[src/hw/rtl/fpa_pkg.sv]
// Shared constants for the first-fit pool allocator.
`timescale 1ns / 1ps

package fpa_pkg;

    localparam int unsigned VW = 40;  // offset / size / total width
    localparam int unsigned SW = 5;   // alignment shift width

    typedef logic [1:0] status_t;

    localparam status_t ST_OK       = 2'd0;
    localparam status_t ST_NOMEM    = 2'd1;
    localparam status_t ST_NOTFOUND = 2'd2;
    localparam status_t ST_FULL     = 2'd3;

    localparam logic ACT_ALLOC = 1'b0;
    localparam logic ACT_FREE  = 1'b1;

    // register indexes (paddr[3])
    localparam logic REG_POOL_SIZE   = 1'b0;
    localparam logic REG_ALIGN_SHIFT = 1'b1;

    localparam logic [SW-1:0] ALIGN_RESET = 5'd12;

endpackage

[src/hw/rtl/first_fit_pool_allocator_top.sv]
// First-fit pool allocator: a sorted block table walked by a small sequencer.
//
// Usage: one request item enters on the s_ channel (s_tuser = action, 0 allocate,
// 1 free; s_tdata = request_size, block_offset). Exactly one result item leaves
// on the m_ channel (m_tuser = status; m_tdata = result_offset, bytes_in_use).
// pool_size (byte address 0) and align_shift (byte address 8) are written over
// the APB port; the user must do so only while no request is in flight, which
// the block itself does not enforce. The block table sits in a single-port-read
// memory with registered read data, so every table entry touched takes a read
// state and then a use state. An allocate walks the table once to find the gap
// and once more to find the insertion point, then moves the entries above it up
// by one. A free scans up to the match and moves the entries above it down. One
// request at a time: s_tready is low from acceptance until the result item is
// taken. When the receiver stalls, the result item holds on m_tdata/m_tuser and
// no new request is taken. Reset empties the table (live count and byte total
// cleared), sets pool_size to 0 and align_shift to 12; no clearing pass.
`timescale 1ns / 1ps

module first_fit_pool_allocator_top
    import fpa_pkg::*;
#(
    parameter int MAX_BLOCKS = 32
) (
    input  logic        aclk,
    input  logic        aresetn,
    input  logic        s_tvalid,
    output logic        s_tready,
    input  logic [79:0] s_tdata,   // [39:0] request_size, [79:40] block_offset
    input  logic        s_tuser,   // [0] action
    output logic        m_tvalid,
    input  logic        m_tready,
    output logic [79:0] m_tdata,   // [39:0] result_offset, [79:40] bytes_in_use
    output logic [1:0]  m_tuser,   // [1:0] status
    input  logic        psel,
    input  logic        penable,
    input  logic        pwrite,
    input  logic [3:0]  paddr,
    input  logic [63:0] pwdata,
    output logic [63:0] prdata,
    output logic        pready
);

    localparam int AW = (MAX_BLOCKS > 1) ? $clog2(MAX_BLOCKS) : 1;
    localparam int CW = $clog2(MAX_BLOCKS + 1);
    localparam logic [CW-1:0] MAX_CNT = CW'(MAX_BLOCKS);
    localparam logic [CW-1:0] ONE     = CW'(1);

    typedef enum logic [3:0] {
        S_IDLE, S_A_RD, S_A_CMP, S_A_CHK, S_P_RD, S_P_CMP, S_DECIDE,
        S_U_RD, S_U_WR, S_INS, S_F_RD, S_F_CMP, S_D_RD, S_D_WR, S_OUT
    } state_t;

    // ---------------- configuration ----------------
    logic [VW-1:0] pool_size_reg;
    logic [SW-1:0] align_shift_reg;
    logic          cfg_we;

    assign pready = 1'b1;
    assign cfg_we = psel && penable && pwrite;

    always_ff @(posedge aclk) begin
        if (!aresetn) begin
            pool_size_reg   <= '0;
            align_shift_reg <= ALIGN_RESET;
        end else if (cfg_we) begin
            case (paddr[3])
                REG_POOL_SIZE:   pool_size_reg   <= pwdata[VW-1:0];
                REG_ALIGN_SHIFT: align_shift_reg <= pwdata[SW-1:0];
                default: ;
            endcase
        end
    end

    always_comb begin
        case (paddr[3])
            REG_POOL_SIZE:   prdata = {24'd0, pool_size_reg};
            REG_ALIGN_SHIFT: prdata = {59'd0, align_shift_reg};
            default:         prdata = '0;
        endcase
    end

    // ---------------- block table memory: {length, start} ----------------
    logic [2*VW-1:0] mem [MAX_BLOCKS];
    logic [2*VW-1:0] rdata_reg;
    logic [AW-1:0]   raddr_reg;
    logic            we;
    logic [AW-1:0]   waddr;
    logic [2*VW-1:0] wdata;

    always_ff @(posedge aclk) begin
        if (we) begin
            mem[waddr] <= wdata;
        end
        rdata_reg <= mem[raddr_reg];
    end

    logic [VW-1:0] rd_start, rd_len;
    assign rd_start = rdata_reg[VW-1:0];
    assign rd_len   = rdata_reg[2*VW-1:VW];

    // ---------------- sequencer ----------------
    state_t        state_reg;
    logic [VW-1:0] size_reg;
    logic [VW-1:0] where_reg;
    logic [VW+1:0] off_reg;       // candidate may run past 40 bits
    logic [CW-1:0] idx_reg;
    logic [CW-1:0] pos_reg;
    logic [CW-1:0] live_reg;
    logic [VW-1:0] used_reg;
    status_t       status_reg;
    logic [VW-1:0] res_off_reg;

    // shared arithmetic
    logic [VW+2:0] off_end;       // off + size
    logic [VW+1:0] amask;
    logic [VW+1:0] blk_end;
    logic [VW+1:0] rounded;

    assign off_end = {1'b0, off_reg} + {3'b0, size_reg};
    assign amask   = (VW+2)'(({{(VW+1){1'b0}}, 1'b1} << align_shift_reg) - 1'b1);
    assign blk_end = {2'b0, rd_start} + {2'b0, rd_len};
    assign rounded = (blk_end + amask) & ~amask;

    always_comb begin
        we    = 1'b0;
        waddr = idx_reg[AW-1:0];
        wdata = rdata_reg;
        case (state_reg)
            S_P_CMP: begin
                we    = (rd_start == off_reg[VW-1:0]) && (off_reg[VW+1:VW] == 2'b0);
                wdata = {rd_len + size_reg, rd_start};
            end
            S_U_WR:  we = 1'b1;
            S_D_WR:  we = 1'b1;
            S_INS: begin
                we    = 1'b1;
                waddr = pos_reg[AW-1:0];
                wdata = {size_reg, off_reg[VW-1:0]};
            end
            default: ;
        endcase
    end

    always_ff @(posedge aclk) begin
        if (!aresetn) begin
            state_reg <= S_IDLE;
            live_reg  <= '0;
            used_reg  <= '0;
            m_tvalid  <= 1'b0;
            raddr_reg <= '0;
        end else begin
            case (state_reg)
                S_IDLE: begin
                    if (s_tvalid) begin
                        size_reg   <= s_tdata[VW-1:0];
                        where_reg  <= s_tdata[2*VW-1:VW];
                        off_reg    <= '0;
                        idx_reg    <= '0;
                        raddr_reg  <= '0;
                        res_off_reg <= '0;
                        if (s_tuser == ACT_FREE) begin
                            if (live_reg == '0) begin
                                status_reg <= ST_NOTFOUND;
                                state_reg  <= S_OUT;
                                m_tvalid   <= 1'b1;
                            end else begin
                                state_reg <= S_F_RD;
                            end
                        end else begin
                            state_reg <= (live_reg == '0) ? S_A_CHK : S_A_RD;
                        end
                    end
                end
                S_A_RD: state_reg <= S_A_CMP;
                S_A_CMP: begin
                    if (off_end > {3'b0, rd_start}) begin
                        off_reg <= rounded;
                        idx_reg <= idx_reg + ONE;
                        raddr_reg <= AW'(idx_reg + ONE);
                        state_reg <= (idx_reg + ONE < live_reg) ? S_A_RD : S_A_CHK;
                    end else begin
                        state_reg <= S_A_CHK;
                    end
                end
                S_A_CHK: begin
                    idx_reg   <= '0;
                    raddr_reg <= '0;
                    if (off_end > {3'b0, pool_size_reg}) begin
                        status_reg <= ST_NOMEM;
                        m_tvalid   <= 1'b1;
                        state_reg  <= S_OUT;
                    end else if (live_reg == '0) begin
                        pos_reg   <= '0;
                        state_reg <= S_DECIDE;
                    end else begin
                        state_reg <= S_P_RD;
                    end
                end
                S_P_RD: state_reg <= S_P_CMP;
                S_P_CMP: begin
                    if ({2'b0, rd_start} < off_reg) begin
                        idx_reg   <= idx_reg + ONE;
                        raddr_reg <= AW'(idx_reg + ONE);
                        if (idx_reg + ONE < live_reg) begin
                            state_reg <= S_P_RD;
                        end else begin
                            pos_reg   <= live_reg;
                            state_reg <= S_DECIDE;
                        end
                    end else if ({2'b0, rd_start} == off_reg) begin
                        // same start already live: grow that entry
                        used_reg    <= used_reg + size_reg;
                        status_reg  <= ST_OK;
                        res_off_reg <= off_reg[VW-1:0];
                        m_tvalid    <= 1'b1;
                        state_reg   <= S_OUT;
                    end else begin
                        pos_reg   <= idx_reg;
                        state_reg <= S_DECIDE;
                    end
                end
                S_DECIDE: begin
                    if (live_reg == MAX_CNT) begin
                        status_reg <= ST_FULL;
                        m_tvalid   <= 1'b1;
                        state_reg  <= S_OUT;
                    end else if (live_reg > pos_reg) begin
                        idx_reg   <= live_reg;
                        raddr_reg <= AW'(live_reg - ONE);
                        state_reg <= S_U_RD;
                    end else begin
                        state_reg <= S_INS;
                    end
                end
                S_U_RD: state_reg <= S_U_WR;
                S_U_WR: begin
                    // entry idx-1 moved up to idx
                    idx_reg   <= idx_reg - ONE;
                    raddr_reg <= AW'(idx_reg - ONE - ONE);
                    state_reg <= (idx_reg - ONE > pos_reg) ? S_U_RD : S_INS;
                end
                S_INS: begin
                    live_reg    <= live_reg + ONE;
                    used_reg    <= used_reg + size_reg;
                    status_reg  <= ST_OK;
                    res_off_reg <= off_reg[VW-1:0];
                    m_tvalid    <= 1'b1;
                    state_reg   <= S_OUT;
                end
                S_F_RD: state_reg <= S_F_CMP;
                S_F_CMP: begin
                    if (rd_start == where_reg) begin
                        used_reg <= used_reg - rd_len;
                        if (idx_reg + ONE < live_reg) begin
                            raddr_reg <= AW'(idx_reg + ONE);
                            state_reg <= S_D_RD;
                        end else begin
                            live_reg   <= live_reg - ONE;
                            status_reg <= ST_OK;
                            m_tvalid   <= 1'b1;
                            state_reg  <= S_OUT;
                        end
                    end else if (idx_reg + ONE < live_reg) begin
                        idx_reg   <= idx_reg + ONE;
                        raddr_reg <= AW'(idx_reg + ONE);
                        state_reg <= S_F_RD;
                    end else begin
                        status_reg <= ST_NOTFOUND;
                        m_tvalid   <= 1'b1;
                        state_reg  <= S_OUT;
                    end
                end
                S_D_RD: state_reg <= S_D_WR;
                S_D_WR: begin
                    // entry idx+1 moved down to idx
                    idx_reg <= idx_reg + ONE;
                    if (idx_reg + ONE + ONE < live_reg) begin
                        raddr_reg <= AW'(idx_reg + ONE + ONE);
                        state_reg <= S_D_RD;
                    end else begin
                        live_reg   <= live_reg - ONE;
                        status_reg <= ST_OK;
                        m_tvalid   <= 1'b1;
                        state_reg  <= S_OUT;
                    end
                end
                S_OUT: begin
                    if (m_tready) begin
                        m_tvalid  <= 1'b0;
                        state_reg <= S_IDLE;
                    end
                end
                default: state_reg <= S_IDLE;
            endcase
        end
    end

    assign s_tready = (state_reg == S_IDLE);
    assign m_tuser  = status_reg;
    assign m_tdata  = {used_reg, res_off_reg};

    // ---------------- assertions ----------------
    a_live_bound: assert property (@(posedge aclk) disable iff (!aresetn)
        live_reg <= MAX_CNT) else $error("live count above table depth");

    a_ready_excl: assert property (@(posedge aclk) disable iff (!aresetn)
        !(s_tready && m_tvalid)) else $error("input ready while result pending");

    a_busy_after_accept: assert property (@(posedge aclk) disable iff (!aresetn)
        (s_tvalid && s_tready) |=> !s_tready) else $error("ready right after accept");

    a_ok_offset: assert property (@(posedge aclk) disable iff (!aresetn)
        (m_tvalid && m_tuser != ST_OK) |-> (m_tdata[VW-1:0] == '0))
        else $error("nonzero offset on failed request");

endmodule

[config.mk]
export PLATFORM = sky130hd
export DESIGN_NAME = first_fit_pool_allocator_top
export DESIGN_NICKNAME = d
export VERILOG_FILES = /design/src/hw/rtl/fpa_pkg.sv /design/src/hw/rtl/first_fit_pool_allocator_top.sv
export SDC_FILE = /design/constraint.sdc
export NUM_CORES = 2
export LEC_CHECK = 0
export ABC_CLOCK_PERIOD_IN_PS = 7000
export BUFFER_PORTS_ARGS = -buffer_cell sky130_fd_sc_hd__buf_2
export CORE_MARGIN = 3
export CORE_UTILIZATION = 56
export CTS_CLUSTER_DIAMETER = 150
export DETAILED_ROUTE_END_ITERATION = 10
export PLACE_DENSITY = 0.83
export SLEW_MARGIN = 15
export SYNTH_ARGS = -nofsm -noshare
export SYNTH_HDL_FRONTEND = slang
export SYNTH_SLANG_ARGS = --single-unit
[constraint.sdc]
create_clock -name aclk -period 7 [get_ports aclk]
set_input_delay 1.4 -clock aclk [delete_from_list [all_inputs] [get_ports aclk]]
set_output_delay 1.4 -clock aclk [all_outputs]
set_load 0.01 [all_outputs]
==> impl_metrics.env <==
export IMPL_status="complete, no violations"
export IMPL_dpl_worst_slack_ps=670
export IMPL_cts_buffers=305
export IMPL_synth_top_area_share=0.659
export IMPL_dieArea_um2=228000
export IMPL_hold_ws_ps=456
export IMPL_setup_violations=0
export IMPL_min_period_ps=6590
export IMPL_synth_most_common_cell="edfxtp_1"
export IMPL_hp_class="flip-flop to flip-flop"
export IMPL_hold_viol=0
export IMPL_crit_required_ps=7650
export IMPL_tns_ps=0
export IMPL_ys_seq_elements=2917
export IMPL_synth_edff_count=2736
export IMPL_vias=74200
export IMPL_post_route_cells_drive_above_1_share=0.248
export IMPL_worst_pin_slew_ps=1250
export IMPL_ys_top_cells_by_count="edfxtp_1, mux4_2, nor2_1"
export IMPL_routabilityCongestion=1.01
export IMPL_syn_to_final_growth_pct=13.4
export IMPL_first_iter_violations=12700
export IMPL_synth_main_ff_cell="edfxtp_1"
export IMPL_async_flop_share=0
export IMPL_worstSetupPathType="flip-flop to flip-flop"
export IMPL_clockBufferDepth=4
export IMPL_placed_area_um2=131000
export IMPL_cts_tree="built"
export IMPL_die_h_um=478
export IMPL_path_clk_slew_ps=60
export IMPL_cts_setup_buffers=0
export IMPL_largest_register_ffs=2560
export IMPL_fin_area_um2=141000
export IMPL_end_kind="flip-flop"
export IMPL_port_buffer_count=252
export IMPL_netlist_instances=6932
export IMPL_stdcell_count=10600
export IMPL_wirelength_um=401000
export IMPL_relSlewSlack=0.160
export IMPL_cts_resized=0
export IMPL_viasPerCell=7.01
export IMPL_grt_usage=0.349
export IMPL_antenna_found_initial=16
export IMPL_max_clock_freq_mhz=152
export IMPL_num_rows=172
export IMPL_ir_drop_mv=0.357
export IMPL_ctsHtreeMaxLevel=5
export IMPL_p_per_area_nw_per_um2=436
export IMPL_nNetsFinal=7894
export IMPL_yosysUniqueCellTypes=93
export IMPL_cts_sinks=2917
export IMPL_yosysTopAreaCell="edfxtp_1"
export IMPL_syn_area_um2=125000
export IMPL_grt_pass1_wl_um=558000
export IMPL_dp_hpwl_um=228000
export IMPL_core_um2=221000
export IMPL_detail_route_wl_per_cell_um=37.9
export IMPL_drtAntennaViolNets=0
export IMPL_cp_arrival_ps=7250
export IMPL_seq_area_frac_synth=0.688
export IMPL_finClkSkew_ps=84.9
export IMPL_rsz0062_at_grt="false"
export IMPL_slew_viol_final=0
export IMPL_root_buffer="clkbuf_16"
export IMPL_clk_latency_ps=970
export IMPL_dieWidth_um=478
export IMPL_syn_avg_cell_area_um2=18.0
export IMPL_grt_max_degree=152
export IMPL_total_power_mw=61.7
export IMPL_grt_overflow=0
export IMPL_crit_fanout=8
export IMPL_hold_buffers=0
export IMPL_start_util=0.565
export IMPL_fin_util=0.641
export IMPL_pin_count=305
export IMPL_cp_start_kind="flip-flop"
export IMPL_drcViolationCount=0
export IMPL_leakage_nw=46.6
export IMPL_drv_cap=0
export IMPL_grt_pass1_vias=73600
export IMPL_synth_warnings=0
export IMPL_setup_slack_ps=408
export IMPL_firstDrtPassIters=8
export IMPL_dp_cells=10000
export IMPL_synth_top_cells_by_area="edfxtp_1, mux4_2, ha_1"
export IMPL_fin_crit_sh=0.942
## final timing paths
path | start | end | slack, ps | depth (start not counted)
hold / removal | pool_size_reg[14] | pool_size_reg[14] | 460 | 2
setup reg to reg | align_shift_reg[0] | off_reg[37] | 410 | 23
setup / recovery | align_shift_reg[0] | off_reg[37] | 410 | 23
hold reg to reg | pool_size_reg[14] | pool_size_reg[14] | 460 | 2
## worst max-delay path: stages (launching register included)
cell and delay (ps):
dfxtp_1 310, nor2_1 670, nand2_1 290, ha_1 360
or2_2 370, o31ai_1 210, nand2_1 90, nand2_1 80
a21boi_0 170, fa_1 540, inv_1 50, ha_1 340
and3_1 190, a221oi_1 240, o31a_1 290, o31a_1 240
a21oi_1 80, a21oi_1 310, o21ai_1 180, a221oi_1 590
o21ai_1 230, a21o_1 250, xnor2_1 150, nor2_1 50
## per-layer routing
layer	vias to the layer above	GRT usage	part of all wire
met5	-	0	0.00019
met4	12	0.212	0.073
met3	1385	0.0937	0.14
met2	6722	0.525	0.45
met1	37400	0.458	0.33
li1	28700	-	-
## power breakdown
| group | internal (mW) | switching (mW) | leakage, nW |
|---|---|---|---|
| Clock | 9.25 | 6.84 | 4.70 |
| Combinational | 8.03 | 12.9 | 15.8 |
| Sequential | 23.0 | 1.57 | 26.2 |
## final cells by class
cell class / instances / area [um^2]
Fill cell: 14000 / 79100
Antenna cell: 11 / 27.5
Sequential cell: 2917 / 85800
Clock buffer: 405 / 8410
Clock inverter: 125 / 1230
Tap cell: 2958 / 3700
Timing Repair Buffer: 454 / 3770
Inverter: 240 / 902
Multi-Input combinational cell: 3468 / 37600
## placed cells by master, fill, tap and decap left out, types with 128 or more instances in the layout
cell type  synthesis  final
edfxtp_1        2736   2736
mux4_2           800    800
clkbuf_16          0    311
ha_1             309    309
nand2_1          306    304
nor2_1           320    284
a21oi_1          258    257
buf_2              6    252
inv_1            238    238
dfxtp_1          181    176
o21ai_0          199    130
xnor2_1          128    128
## cells by family after synthesis
group	after synthesis	share of synthesized area
and+or+nand+nor	1024	0.0387
xor gates and xnor gates	246	0.0173
muxes	923	0.155
AOI/OAI and AO/OA	891	0.0449
adders and majority gates	352	0.0379
DFF	2917	0.688
buffers and inverters	577	0.0182
other	2	0.0000602
Power figures use the tool's default switching activity.
